<file path="src/design/htfd_pkg.sv">
package htfd_pkg;

   localparam int QUEUE_DEPTH_DEFAULT = 2;

   localparam logic [7:0] CRC_INIT = 8'hFF;
   localparam logic [7:0] CRC_POLY = 8'h31;

   // 175 and 100 scaled to hundredths, doubled so that the rounding bias is the odd divisor
   localparam logic [15:0] TEMP_SCALE = 16'd35000;
   localparam logic [15:0] HUM_SCALE = 16'd20000;
   localparam logic [31:0] ROUND_BIAS = 32'd65535;
   localparam logic [14:0] TEMP_OFFSET = 15'd4500;

   typedef enum logic [2:0] {
      POS_TEMP_HI,
      POS_TEMP_LO,
      POS_TEMP_CRC,
      POS_HUM_HI,
      POS_HUM_LO,
      POS_HUM_CRC
   } pos_type;

   typedef enum logic [1:0] {
      STATUS_OK,
      STATUS_TEMP_CRC,
      STATUS_HUM_CRC
   } status_type;

   typedef struct packed {
      logic [15:0] temperature_raw;
      logic [15:0] humidity_raw;
      status_type  frame_status;
   } frame_type;

   typedef struct packed {
      logic      valid;
      frame_type frame;
   } frame_beat_type;

   function automatic logic [7:0] crc8_step(input logic [7:0] crc, input logic [7:0] data);
      logic [7:0] c;
      c = crc ^ data;
      for (int k = 0; k < 8; k++) begin
         c = c[7] ? ((c << 1) ^ CRC_POLY) : (c << 1);
      end
      return c;
   endfunction

endpackage

</file>
<file path="src/design/htfd_front.sv">
module htfd_front (
   input  logic                    clock,
   input  logic                    reset,
   input  logic                    accept,
   input  logic [7:0]              data_byte,
   input  logic                    frame_start,
   output htfd_pkg::frame_beat_type push
);
   import htfd_pkg::*;

   pos_type     pos_ff, pos_in, pos_eff;
   logic [7:0]  crc_ff, crc_in;
   logic [15:0] tword_ff, tword_in;
   logic        tgood_ff, tgood_in;
   logic [7:0]  hhi_ff, hhi_in;
   logic [7:0]  hlo_ff, hlo_in;
   status_type  status;

   // a start flag takes the byte as the first of a new frame
   assign pos_eff = frame_start ? POS_TEMP_HI : pos_ff;

   always_comb begin
      pos_in = pos_ff;
      if (accept) begin
         case (pos_eff)
            POS_TEMP_LO:  pos_in = POS_TEMP_CRC;
            POS_TEMP_CRC: pos_in = POS_HUM_HI;
            POS_HUM_HI:   pos_in = POS_HUM_LO;
            POS_HUM_LO:   pos_in = POS_HUM_CRC;
            POS_HUM_CRC:  pos_in = POS_TEMP_HI;
            default:      pos_in = POS_TEMP_LO;
         endcase
      end
   end

   always_comb begin
      if (!tgood_ff) begin
         status = STATUS_TEMP_CRC;
      end else if (crc_ff != data_byte) begin
         status = STATUS_HUM_CRC;
      end else begin
         status = STATUS_OK;
      end
   end

   always_comb begin
      crc_in = crc_ff;
      tword_in = tword_ff;
      tgood_in = tgood_ff;
      hhi_in = hhi_ff;
      hlo_in = hlo_ff;
      push.valid = 1'b0;
      push.frame.temperature_raw = tword_ff;
      push.frame.humidity_raw = {hhi_ff, hlo_ff};
      push.frame.frame_status = status;
      if (accept) begin
         case (pos_eff)
            POS_TEMP_LO: begin
               crc_in = crc8_step(crc_ff, data_byte);
               tword_in[7:0] = data_byte;
            end
            POS_TEMP_CRC: begin
               tgood_in = (crc_ff == data_byte);
               crc_in = CRC_INIT;
            end
            POS_HUM_HI: begin
               crc_in = crc8_step(crc_ff, data_byte);
               hhi_in = data_byte;
            end
            POS_HUM_LO: begin
               crc_in = crc8_step(crc_ff, data_byte);
               hlo_in = data_byte;
            end
            POS_HUM_CRC: begin
               push.valid = 1'b1;
               crc_in = CRC_INIT;
            end
            default: begin
               crc_in = crc8_step(CRC_INIT, data_byte);
               tword_in = {data_byte, 8'h00};
            end
         endcase
      end
   end

   always_ff @(posedge clock) begin
      if (reset) begin
         pos_ff <= POS_TEMP_HI;
         crc_ff <= CRC_INIT;
         tgood_ff <= 1'b0;
      end else begin
         pos_ff <= pos_in;
         crc_ff <= crc_in;
         tgood_ff <= tgood_in;
      end
   end

   always_ff @(posedge clock) begin
      tword_ff <= tword_in;
      hhi_ff <= hhi_in;
      hlo_ff <= hlo_in;
   end

endmodule

</file>
<file path="src/design/htfd_queue.sv">
module htfd_queue #(
   parameter int DEPTH = htfd_pkg::QUEUE_DEPTH_DEFAULT
) (
   input  logic                     clock,
   input  logic                     reset,
   input  htfd_pkg::frame_beat_type push,
   output logic                     full,
   output htfd_pkg::frame_beat_type head,
   input  logic                     pop
);
   import htfd_pkg::*;

   localparam int PTR_W = (DEPTH > 1) ? $clog2(DEPTH) : 1;
   localparam int CNT_W = $clog2(DEPTH + 1);
   localparam logic [PTR_W-1:0] LAST = PTR_W'(DEPTH - 1);

   frame_type        mem_ff [DEPTH];
   logic [PTR_W-1:0] wr_ptr_ff, wr_ptr_in;
   logic [PTR_W-1:0] rd_ptr_ff, rd_ptr_in;
   logic [CNT_W-1:0] count_ff, count_in;
   logic             do_push, do_pop;

   assign full = (count_ff == CNT_W'(DEPTH));
   assign head.valid = (count_ff != '0);
   assign head.frame = mem_ff[rd_ptr_ff];

   assign do_push = push.valid && !full;
   assign do_pop = pop && head.valid;

   always_comb begin
      wr_ptr_in = wr_ptr_ff;
      rd_ptr_in = rd_ptr_ff;
      count_in = count_ff;
      if (do_push) begin
         wr_ptr_in = (wr_ptr_ff == LAST) ? '0 : wr_ptr_ff + 1'b1;
      end
      if (do_pop) begin
         rd_ptr_in = (rd_ptr_ff == LAST) ? '0 : rd_ptr_ff + 1'b1;
      end
      if (do_push && !do_pop) begin
         count_in = count_ff + 1'b1;
      end else if (do_pop && !do_push) begin
         count_in = count_ff - 1'b1;
      end
   end

   always_ff @(posedge clock) begin
      if (reset) begin
         wr_ptr_ff <= '0;
         rd_ptr_ff <= '0;
         count_ff <= '0;
      end else begin
         wr_ptr_ff <= wr_ptr_in;
         rd_ptr_ff <= rd_ptr_in;
         count_ff <= count_in;
      end
   end

   always_ff @(posedge clock) begin
      if (do_push) begin
         mem_ff[wr_ptr_ff] <= push.frame;
      end
   end

endmodule

</file>
<file path="src/design/htfd_back.sv">
module htfd_back (
   input  logic                     clock,
   input  logic                     reset,
   input  htfd_pkg::frame_beat_type head,
   output logic                     pop,
   output logic                     rsp_empty,
   input  logic                     rsp_pop,
   output logic [15:0]              rsp_temperature_raw,
   output logic [15:0]              rsp_humidity_raw,
   output logic signed [14:0]       rsp_temperature_centi,
   output logic [13:0]              rsp_humidity_centi,
   output logic [1:0]               rsp_frame_status
);
   import htfd_pkg::*;

   // round(prod / 131070): halve, then divide by 65535 with a shift-add that is exact below 2^31
   function automatic logic [15:0] div_round(input logic [31:0] prod);
      logic [31:0] n;
      logic [31:0] m;
      logic [31:0] s;
      n = prod + ROUND_BIAS;
      m = {1'b0, n[31:1]};
      s = m + {16'h0000, m[31:16]} + 32'd1;
      return s[31:16];
   endfunction

   logic        s1_valid_ff, s1_valid_in;
   logic [31:0] s1_tprod_ff, s1_tprod_in;
   logic [30:0] s1_hprod_ff, s1_hprod_in;
   logic [15:0] s1_traw_ff, s1_traw_in;
   logic [15:0] s1_hraw_ff, s1_hraw_in;
   status_type  s1_status_ff, s1_status_in;

   logic        out_valid_ff, out_valid_in;
   logic [15:0] out_traw_ff, out_traw_in;
   logic [15:0] out_hraw_ff, out_hraw_in;
   logic [14:0] out_tc_ff, out_tc_in;
   logic [13:0] out_hc_ff, out_hc_in;
   status_type  out_status_ff, out_status_in;

   logic        advance;
   logic        s1_ready;
   logic [31:0] hprod_full;
   logic [15:0] tq, hq;

   assign advance = !out_valid_ff || rsp_pop;
   assign s1_ready = !s1_valid_ff || advance;
   assign pop = head.valid && s1_ready;

   assign hprod_full = {16'h0000, head.frame.humidity_raw} * {16'h0000, HUM_SCALE};
   assign tq = div_round(s1_tprod_ff);
   assign hq = div_round({1'b0, s1_hprod_ff});

   always_comb begin
      s1_valid_in = s1_ready ? pop : s1_valid_ff;
      s1_tprod_in = s1_tprod_ff;
      s1_hprod_in = s1_hprod_ff;
      s1_traw_in = s1_traw_ff;
      s1_hraw_in = s1_hraw_ff;
      s1_status_in = s1_status_ff;
      if (pop) begin
         s1_tprod_in = {16'h0000, head.frame.temperature_raw} * {16'h0000, TEMP_SCALE};
         s1_hprod_in = hprod_full[30:0];
         s1_traw_in = head.frame.temperature_raw;
         s1_hraw_in = head.frame.humidity_raw;
         s1_status_in = head.frame.frame_status;
      end
   end

   always_comb begin
      out_valid_in = advance ? s1_valid_ff : out_valid_ff;
      out_traw_in = out_traw_ff;
      out_hraw_in = out_hraw_ff;
      out_tc_in = out_tc_ff;
      out_hc_in = out_hc_ff;
      out_status_in = out_status_ff;
      if (advance && s1_valid_ff) begin
         out_traw_in = s1_traw_ff;
         out_hraw_in = s1_hraw_ff;
         // wraps to two's complement below zero
         out_tc_in = tq[14:0] - TEMP_OFFSET;
         out_hc_in = hq[13:0];
         out_status_in = s1_status_ff;
      end
   end

   always_ff @(posedge clock) begin
      if (reset) begin
         s1_valid_ff <= 1'b0;
         out_valid_ff <= 1'b0;
      end else begin
         s1_valid_ff <= s1_valid_in;
         out_valid_ff <= out_valid_in;
      end
   end

   always_ff @(posedge clock) begin
      s1_tprod_ff <= s1_tprod_in;
      s1_hprod_ff <= s1_hprod_in;
      s1_traw_ff <= s1_traw_in;
      s1_hraw_ff <= s1_hraw_in;
      s1_status_ff <= s1_status_in;
      out_traw_ff <= out_traw_in;
      out_hraw_ff <= out_hraw_in;
      out_tc_ff <= out_tc_in;
      out_hc_ff <= out_hc_in;
      out_status_ff <= out_status_in;
   end

   assign rsp_empty = !out_valid_ff;
   assign rsp_temperature_raw = out_traw_ff;
   assign rsp_humidity_raw = out_hraw_ff;
   assign rsp_temperature_centi = $signed(out_tc_ff);
   assign rsp_humidity_centi = out_hc_ff;
   assign rsp_frame_status = out_status_ff;

endmodule

</file>
<file path="src/design/humidity_temperature_frame_decoder_top.sv">
// Channel   | Ports                                   | Handshake
// ----------+-----------------------------------------+---------------------------------
// request   | req_data_byte, req_frame_start          | beat on req_push && !req_full
// response  | rsp_temperature_raw, rsp_humidity_raw,  | beat on rsp_pop && !rsp_empty
//           | rsp_temperature_centi,                  |
//           | rsp_humidity_centi, rsp_frame_status    |
//
// One byte is taken every cycle while req_full is low; CRC-8 of each byte is computed combinationally.
// The frame closed by its sixth byte enters a frame queue and reaches the response ports
// through the queue, the multiplier stage and the divide-and-round output register.
// req_full rises only while the frame queue is full; the response side stalls on its own.
// Synchronous reset empties the queue and pipeline and restarts the frame at byte zero.
module humidity_temperature_frame_decoder_top #(
   parameter int QUEUE_DEPTH = htfd_pkg::QUEUE_DEPTH_DEFAULT
) (
   input  logic               clock,
   input  logic               reset,
   input  logic               req_push,
   output logic               req_full,
   input  logic [7:0]         req_data_byte,
   input  logic               req_frame_start,
   output logic               rsp_empty,
   input  logic               rsp_pop,
   output logic [15:0]        rsp_temperature_raw,
   output logic [15:0]        rsp_humidity_raw,
   output logic signed [14:0] rsp_temperature_centi,
   output logic [13:0]        rsp_humidity_centi,
   output logic [1:0]         rsp_frame_status
);
   import htfd_pkg::*;

   logic           accept;
   frame_beat_type fe_push;
   frame_beat_type q_head;
   logic           q_pop;

   assign accept = req_push && !req_full;

   htfd_front u_front (
      .clock       (clock),
      .reset       (reset),
      .accept      (accept),
      .data_byte   (req_data_byte),
      .frame_start (req_frame_start),
      .push        (fe_push)
   );

   htfd_queue #(
      .DEPTH (QUEUE_DEPTH)
   ) u_queue (
      .clock (clock),
      .reset (reset),
      .push  (fe_push),
      .full  (req_full),
      .head  (q_head),
      .pop   (q_pop)
   );

   htfd_back u_back (
      .clock                 (clock),
      .reset                 (reset),
      .head                  (q_head),
      .pop                   (q_pop),
      .rsp_empty             (rsp_empty),
      .rsp_pop               (rsp_pop),
      .rsp_temperature_raw   (rsp_temperature_raw),
      .rsp_humidity_raw      (rsp_humidity_raw),
      .rsp_temperature_centi (rsp_temperature_centi),
      .rsp_humidity_centi    (rsp_humidity_centi),
      .rsp_frame_status      (rsp_frame_status)
   );

   a_push_on_beat: assert property (@(posedge clock) disable iff (reset)
      fe_push.valid |-> accept)
      else $error("frame pushed without a request beat");

   a_start_no_push: assert property (@(posedge clock) disable iff (reset)
      (accept && req_frame_start) |-> !fe_push.valid)
      else $error("start byte closed a frame");

   a_pop_needs_head: assert property (@(posedge clock) disable iff (reset)
      q_pop |-> q_head.valid)
      else $error("back end popped an empty queue");

   a_empty_after_reset: assert property (@(posedge clock)
      $past(reset) |-> rsp_empty)
      else $error("response pending right after reset");

endmodule
</file>
<file path="config.mk">
export PLATFORM = sky130hd
export DESIGN_NAME = humidity_temperature_frame_decoder_top
export DESIGN_NICKNAME = d
export VERILOG_FILES = /design/src/design/htfd_pkg.sv /design/src/design/htfd_front.sv /design/src/design/htfd_queue.sv /design/src/design/htfd_back.sv /design/src/design/humidity_temperature_frame_decoder_top.sv
export SDC_FILE = /design/constraint.sdc
export NUM_CORES = 1
export LEC_CHECK = 0
export BUFFER_PORTS_ARGS = -buffer_cell sky130_fd_sc_hd__buf_4
export CELL_PAD_IN_SITES_DETAIL_PLACEMENT = 1
export CELL_PAD_IN_SITES_GLOBAL_PLACEMENT = 1
export CORE_MARGIN = 1
export CORE_UTILIZATION = 52
export DETAILED_ROUTE_END_ITERATION = 12
export GPL_TIMING_DRIVEN = 0
export PLACE_DENSITY_LB_ADDON = 0.15
export SETUP_SLACK_MARGIN = 0.05
export SYNTH_ARGS = -nofsm -noshare
export SYNTH_HDL_FRONTEND = slang
export SYNTH_HIERARCHICAL = 1
export SYNTH_SLANG_ARGS = --single-unit
</file>
<file path="constraint.sdc">
create_clock -name clock -period 10.55 [get_ports clock]
set_input_delay 0 -clock clock [delete_from_list [all_inputs] [get_ports clock]]
set_output_delay 0 -clock clock [all_outputs]
set_load 0.02 [all_outputs]
</file>
==> impl_metrics.json, run 1 <==
{
  "power.leakage_nw": 8.39,
  "ant_nets": 0,
  "setup_violations": 0,
  "end_kind": "flop",
  "die_h_um": 185,
  "core_um2": 32800,
  "io_pins": 78,
  "dp_hpwl_um": 29600,
  "layout.nets": 1861,
  "gp_congestion": 0.856,
  "yosysUniqueCellTypes": 88,
  "grt_max_degree": 37,
  "cts_buffer_depth": 3,
  "worstSkewPairLatency_ps": 560,
  "syn_area_per_cell_um2": 12.0,
  "power.switching_uw": 465,
  "via_per_inst": 5.42,
  "ys_ff_latch": 266,
  "critPathLaunchType": "flop",
  "cts_made_buffers": 30,
  "clock-sinks": 266,
  "top_usage_layer": "met2",
  "cellPowerDensity_nw_per_um2": 116,
  "ir_drop_mv": 0.116,
  "post_cts_resized": 0,
  "dr.pass1.iters": 4,
  "wl_per_cell_um": 18.6,
  "drive_above_1_share_pct": 13.8,
  "path_clk_slew_ps": 60,
  "antenna_found_initial": 0,
  "met2_usage_pct": 41.5,
  "use_met1_pct": 27.8,
  "grt_pass1_vias": 12000,
  "diodes": 0,
  "ys_top_cells_by_area": "edfxtp_1 (42%), ha_1 (14%), fa_1 (9.2%)",
  "std_cell_rows": 66,
  "htreeDepth": 1,
  "synth-edff-count": 247,
  "gr-total-overflow": 0,
  "p_clk_share_pct": 45.8,
  "track_usage_pct": 22.8,
  "ys_warn_count": 6,
  "status": "completed",
  "syn-num-nets": 1737,
  "yosys.area.top_type": "edfxtp_1",
  "initial_core_util_pct": 53.3,
  "maxCapViolations": 0,
  "wirelength_um": 38000,
  "p_int_mw": 1.84,
  "final_common_cell": "inv_1",
  "timing_worst_setup_path_type": "flop to flop",
  "syn-cell-area_um2": 17500,
  "synthArstFlopShare_pct": 0,
  "cts_tree": "built",
  "synthFlopType": "edfxtp_1",
  "stdcell_area_um2": 19900,
  "tightestPinTransition_ps": 952,
  "drt_iter0_markers": 457,
  "final_cell_mix": "inv_1 (252), edfxtp_1 (247), ha_1 (193)",
  "hold_path_class": "input port to flop",
  "place_area_um2": 18700,
  "seqPwrFrac_pct": 50.1,
  "die_w_um": 185,
  "r2r_slack_ps": 3880,
  "switching_share_pct": 20.2,
  "max_slew_margin_pct": 36.2,
  "fin_worst_skew_ps": 21.1,
  "yosysTopAreaCellShare_pct": 42.5,
  "area_growth_syn_to_layout_pct": 13.7,
  "use_met3_pct": 3.09,
  "max_freq_mhz": 150,
  "setup_tns_ps": 0,
  "drc": 0,
  "fin_crit_ps": 6670,
  "yosysSeqAreaShare_pct": 44.7,
  "total_power_mw": 2.30,
  "slew_viol_final": 0,
  "rsz0062_at_grt": "false",
  "combinationalPowerShare_pct": 4.0,
  "grt_pass1_wl_um": 61000,
  "post-route-period-util_pct": 63.2,
  "cp.arrival_ps": 6940,
  "fill_cells": 3356,
  "hold_viol_final": 0,
  "cts-root-buf": "clkbuf_16",
  "vias": 11000,
  "cp_max_fo": 10,
  "syn_inst": 1451,
  "post_cts_buffers": 0,
  "die-area_um2": 34300,
  "required_ps": 10830,
  "io_buffers": 76
}
## power by group through the flow
stage	combinational [mW]	clock (mW)	sequential (mW)
detailed placement	0.0885	0	1.18
floorplan	0.0666	0	1.18
global placement	0.0861	0	1.18
CTS	0.0936	1.08	1.15
global route	0.0994	1.12	1.16
finish	0.0932	1.06	1.15
## stage by stage
step           util [%]  setup slack, ps  hold WS, ps  instances
4_1_cts            60.5             3850         45.9       2039
2_1_floorplan         -             1430         69.1       1451
3_5_place_dp       57.1             3880          268       1974
6_report           60.5             3880         74.5       2039
3_3_place_gp       56.7            -2450          267       1969
5_1_grt            60.5             3550         86.3       2039
## critical path, stage by stage, from the launching register on
cell and delay [ps]:
dfxtp_1 310, buf_2 230, buf_2 330, mux2_2 480
ha_1 320, inv_1 60, fa_1 510, inv_1 50
ha_1 280, ha_1 280, inv_1 50, fa_1 520
inv_1 70, fa_1 460, a21o_1 220, a211oi_1 330
o31ai_1 140, a31o_2 280, a221o_1 330, a31oi_1 310
o221ai_1 220, o41ai_1 440, o21ai_0 160
## cell usage after synthesis (all sizes together) (19+ instances only)
cell      n
inv     252
edfxtp  247
ha      193
xnor2   101
fa       80
a21oi    60
nor2     52
nand2    49
xor2     40
mux2     35
nand3    28
o21ai    25
nor3     21
dfxtp    19
## state kept, by name, summed over array words and instances (netlist names), named ones only
register,flops
u_queue/mem_ff,68
u_back/s1_tprod_ff,28
u_back/s1_hprod_ff,22
u_back/rsp_humidity_raw,16
u_back/rsp_temperature_raw,16
u_back/s1_hraw_ff,16
u_back/s1_traw_ff,16
u_front/tword_ff,16
u_back/rsp_temperature_centi,15
u_back/rsp_humidity_centi,14
u_front/crc_ff,8
u_front/hhi_ff,8
u_front/hlo_ff,8
u_front/pos_ff,3
u_back/rsp_frame_status,2
u_back/s1_status_ff,2
u_queue/count_ff,2
u_back/out_valid_ff,1
u_back/s1_valid_ff,1
u_front/tgood_ff,1
u_queue/rd_ptr_ff,1
u_queue/wr_ptr_ff,1
## layout make-up
| cell class | instances | area [um^2] | share of cell area [%] |
|---|---|---|---|
| timing repair buffer | 92 | 796 | 4.01 |
| multi-input combinational | 907 | 8590 | 43.3 |
| tap | 442 | 553 | 2.79 |
| clock inverter | 18 | 239 | 1.20 |
| sequential | 266 | 7800 | 39.3 |
| buffer | 25 | 154 | 0.775 |
| clock buffer | 36 | 773 | 3.90 |
| inverter | 253 | 950 | 4.78 |
## path summary, 6_finish.rpt
| kind | from | endpoint | cells past startpoint |
|---|---|---|---|
| max | flop | u_back/s1_tprod_ff[31]$_DFFE_PP_ | 22 |
| min | req_push | u_front/pos_ff[0]$_SDFFE_PP0P_ | 5 |
| max reg2reg | flop | u_back/s1_tprod_ff[31]$_DFFE_PP_ | 22 |
| min reg2reg | u_back/s1_traw_ff[7]$_DFFE_PP_ | u_back/rsp_temperature_raw[7]$_DFFE_PP_ | 0 |
## cells by family (layout without fill, tap and decap cells)
kind of cell / Yosys count / in the layout / synth area share (%)
buf+inv: 278 / 424 / 6.32
fa+ha+maj: 274 / 274 / 23.1
flops: 266 / 266 / 44.7
simple gates: 264 / 264 / 8.59
compound gates: 187 / 187 / 7.23
xor+xnor: 144 / 144 / 7.70
mux: 38 / 38 / 2.43
## routing by layer
layer	vias to the layer above	wire length [um]
li1	5304	-
met1	5482	16400
met2	193	19500
met3	65	1220
met4	0	926
met5	-	0
## timing repair
action | 4_1_cts | 5_1_grt
hold endpoints to repair | 55 | 0
hold buffers | 11 | 0
endpoints found under the setup margin | 0 | 0
Power figures use the tool's default switching activity.
==> inputs of run 2 (changes only) <==
Clock period 10.55 ns to 6.4 ns, I/O delays scaled along.
==> impl_metrics.json, run 2 (synthesis results as in run 1) <==
{
  "cts-root-buf": "clkbuf_16",
  "io_pins": 78,
  "drive_above_1_share_pct": 14.1,
  "critPathLaunchType": "flop",
  "final_common_cell": "inv_1",
  "track_usage_pct": 23.6,
  "std_cell_rows": 66,
  "cellPowerDensity_nw_per_um2": 186,
  "grt_max_degree": 37,
  "wirelength_um": 39400,
  "cts_buffer_depth": 3,
  "htreeDepth": 1,
  "die_h_um": 185,
  "power.switching_uw": 772,
  "multiInputGateArea_um2": 8660,
  "fin_worst_skew_ps": 12.7,
  "setup_slack_ps": 344,
  "max_slew_margin_pct": 35.1,
  "top_layer": "met4",
  "dr.pass1.iters": 5,
  "worstSkewPairLatency_ps": 560,
  "drc": 0,
  "dp_hpwl_um": 29900,
  "layout.nets": 1861,
  "cts_tree": "built",
  "cp.arrival_ps": 6350,
  "die-area_um2": 34300,
  "initial_core_util_pct": 53.3,
  "fin_crit_ps": 6060,
  "fill_cells": 3365,
  "required_ps": 6700,
  "post-route-period-util_pct": 94.6,
  "seqPwrFrac_pct": 51.4,
  "stdcell_area_um2": 19900,
  "regArea_um2": 7800,
  "total_power_mw": 3.70,
  "switching_share_pct": 20.8,
  "slew_viol_final": 0,
  "clock-sinks": 266,
  "wl_per_cell_um": 19.3,
  "largest_register": "u_queue/mem_ff",
  "final_cell_mix": "inv_1 (251), edfxtp_1 (247), ha_1 (193)",
  "drt_iter0_markers": 411,
  "grt_pass1_vias": 12200,
  "hold_viol_final": 0,
  "gr-total-overflow": 0,
  "path_clk_slew_ps": 60,
  "setup_violations": 0,
  "timing_worst_setup_path_type": "flop to flop",
  "rsz0062_at_grt": "true",
  "max_freq_mhz": 165,
  "diodes": 0,
  "area_growth_syn_to_layout_pct": 13.9,
  "pre_cts_ws_ps": -243,
  "power.leakage_nw": 8.39,
  "die_w_um": 185,
  "core_um2": 32800,
  "tightestPinTransition_ps": 966,
  "hold_path_class": "input port to flop",
  "p_int_mw": 2.93,
  "vias": 11100,
  "reg.largest.list": "u_queue/mem_ff x68, u_back/s1_tprod_ff x28, u_back/s1_hprod_ff x22",
  "wl_met2_um": 20000,
  "status": "completed",
  "ir_drop_mv": 0.226,
  "grt_pass1_wl_um": 62900,
  "layout.cells.non_filler": 2039,
  "largest_reg_flops": 68,
  "p_clk_share_pct": 44.5,
  "met3WireLength_um": 1190,
  "place_area_um2": 18700,
  "cts_made_buffers": 29,
  "dpl.cell_count": 1974,
  "antenna_found_initial": 0,
  "cp_max_fo": 10,
  "end_kind": "flop",
  "via_per_inst": 5.43,
  "maxCapViolations": 0,
  "ant_nets": 0,
  "combinationalPowerShare_pct": 4.1,
  "io_buffers": 76,
  "timing.hold.ws_ps": 29.9,
  "wirelength_met1_um": 17000,
  "gp_congestion": 0.872
}
-- run 2: final cells by class --
| class | count | area share (%) |
|---|---|---|
| clock buffers | 39 | 3.84 |
| inverters | 253 | 4.77 |
| well taps | 442 | 2.78 |
| repair buffers | 93 | 4.14 |
| clock inverters | 14 | 0.862 |
| plain buffers | 25 | 0.849 |
| multi-input cells | 907 | 43.6 |
| flip-flops and latches | 266 | 39.2 |
-- run 2: power by group through the flow --
stage | combinational, mW | clock (mW) | sequential (mW)
finish | 0.153 | 1.65 | 1.90
global route | 0.164 | 1.73 | 1.90
CTS | 0.153 | 1.69 | 1.90
detailed placement | 0.145 | 0 | 1.94
global placement | 0.142 | 0 | 1.94
floorplan | 0.110 | 0 | 1.94
-- run 2: path summary, 6_finish.rpt --
| check | start | end | slack, ps | cells past startpoint |
|---|---|---|---|---|
| max reg2reg | flop | u_back/s1_hprod_ff[30]$_DFFE_PP_ | 340 | 21 |
| min | req_push | u_front/pos_ff[0]$_SDFFE_PP0P_ | 30 | 5 |
| min reg2reg | u_back/s1_traw_ff[6]$_DFFE_PP_ | u_back/rsp_temperature_raw[6]$_DFFE_PP_ | 420 | 0 |
| max | flop | u_back/s1_hprod_ff[30]$_DFFE_PP_ | 340 | 21 |
-- run 2: what timing repair did --
| item | CTS | global route |
|---|---|---|
| hold endpoints to repair | 56 | 0 |
| resized for setup | 5 | 14 |
| hold buffers | 11 | 0 |
| endpoints found under the setup margin | 4 | 11 |
| setup buffers | 0 | 0 |
| pin swaps | 0 | 3 |
| gates cloned | 0 | 0 |
-- run 2: stage by stage --
step | setup TNS (ps) | utilization, %
2_1_floorplan | 0 | -
3_3_place_gp | -332 | 56.7
3_5_place_dp | -471 | 57.1
4_1_cts | 0 | 60.4
5_1_grt | 0 | 60.7
6_report | 0 | 60.7
-- run 2: layer usage --
layer | global-route usage [%] | vias up
met5 | 0 | -
met4 | 8.36 | 0
met3 | 2.97 | 84
met2 | 42.6 | 201
met1 | 28.9 | 5477
li1 | - | 5314
-- run 2: critical path: stages (launching register included) --
cell	delay [ps]
dfxtp_1	320
buf_4	190
buf_4	240
mux2_2	480
fa_1	520
ha_1	330
inv_1	70
fa_1	540
inv_1	50
ha_1	270
inv_1	50
fa_1	490
inv_1	50
ha_1	330
o21a_1	150
a41oi_1	300
a211oi_1	180
a41o_1	280
o31a_1	290
a21bo_2	240
a211oi_1	270
xnor2_1	130
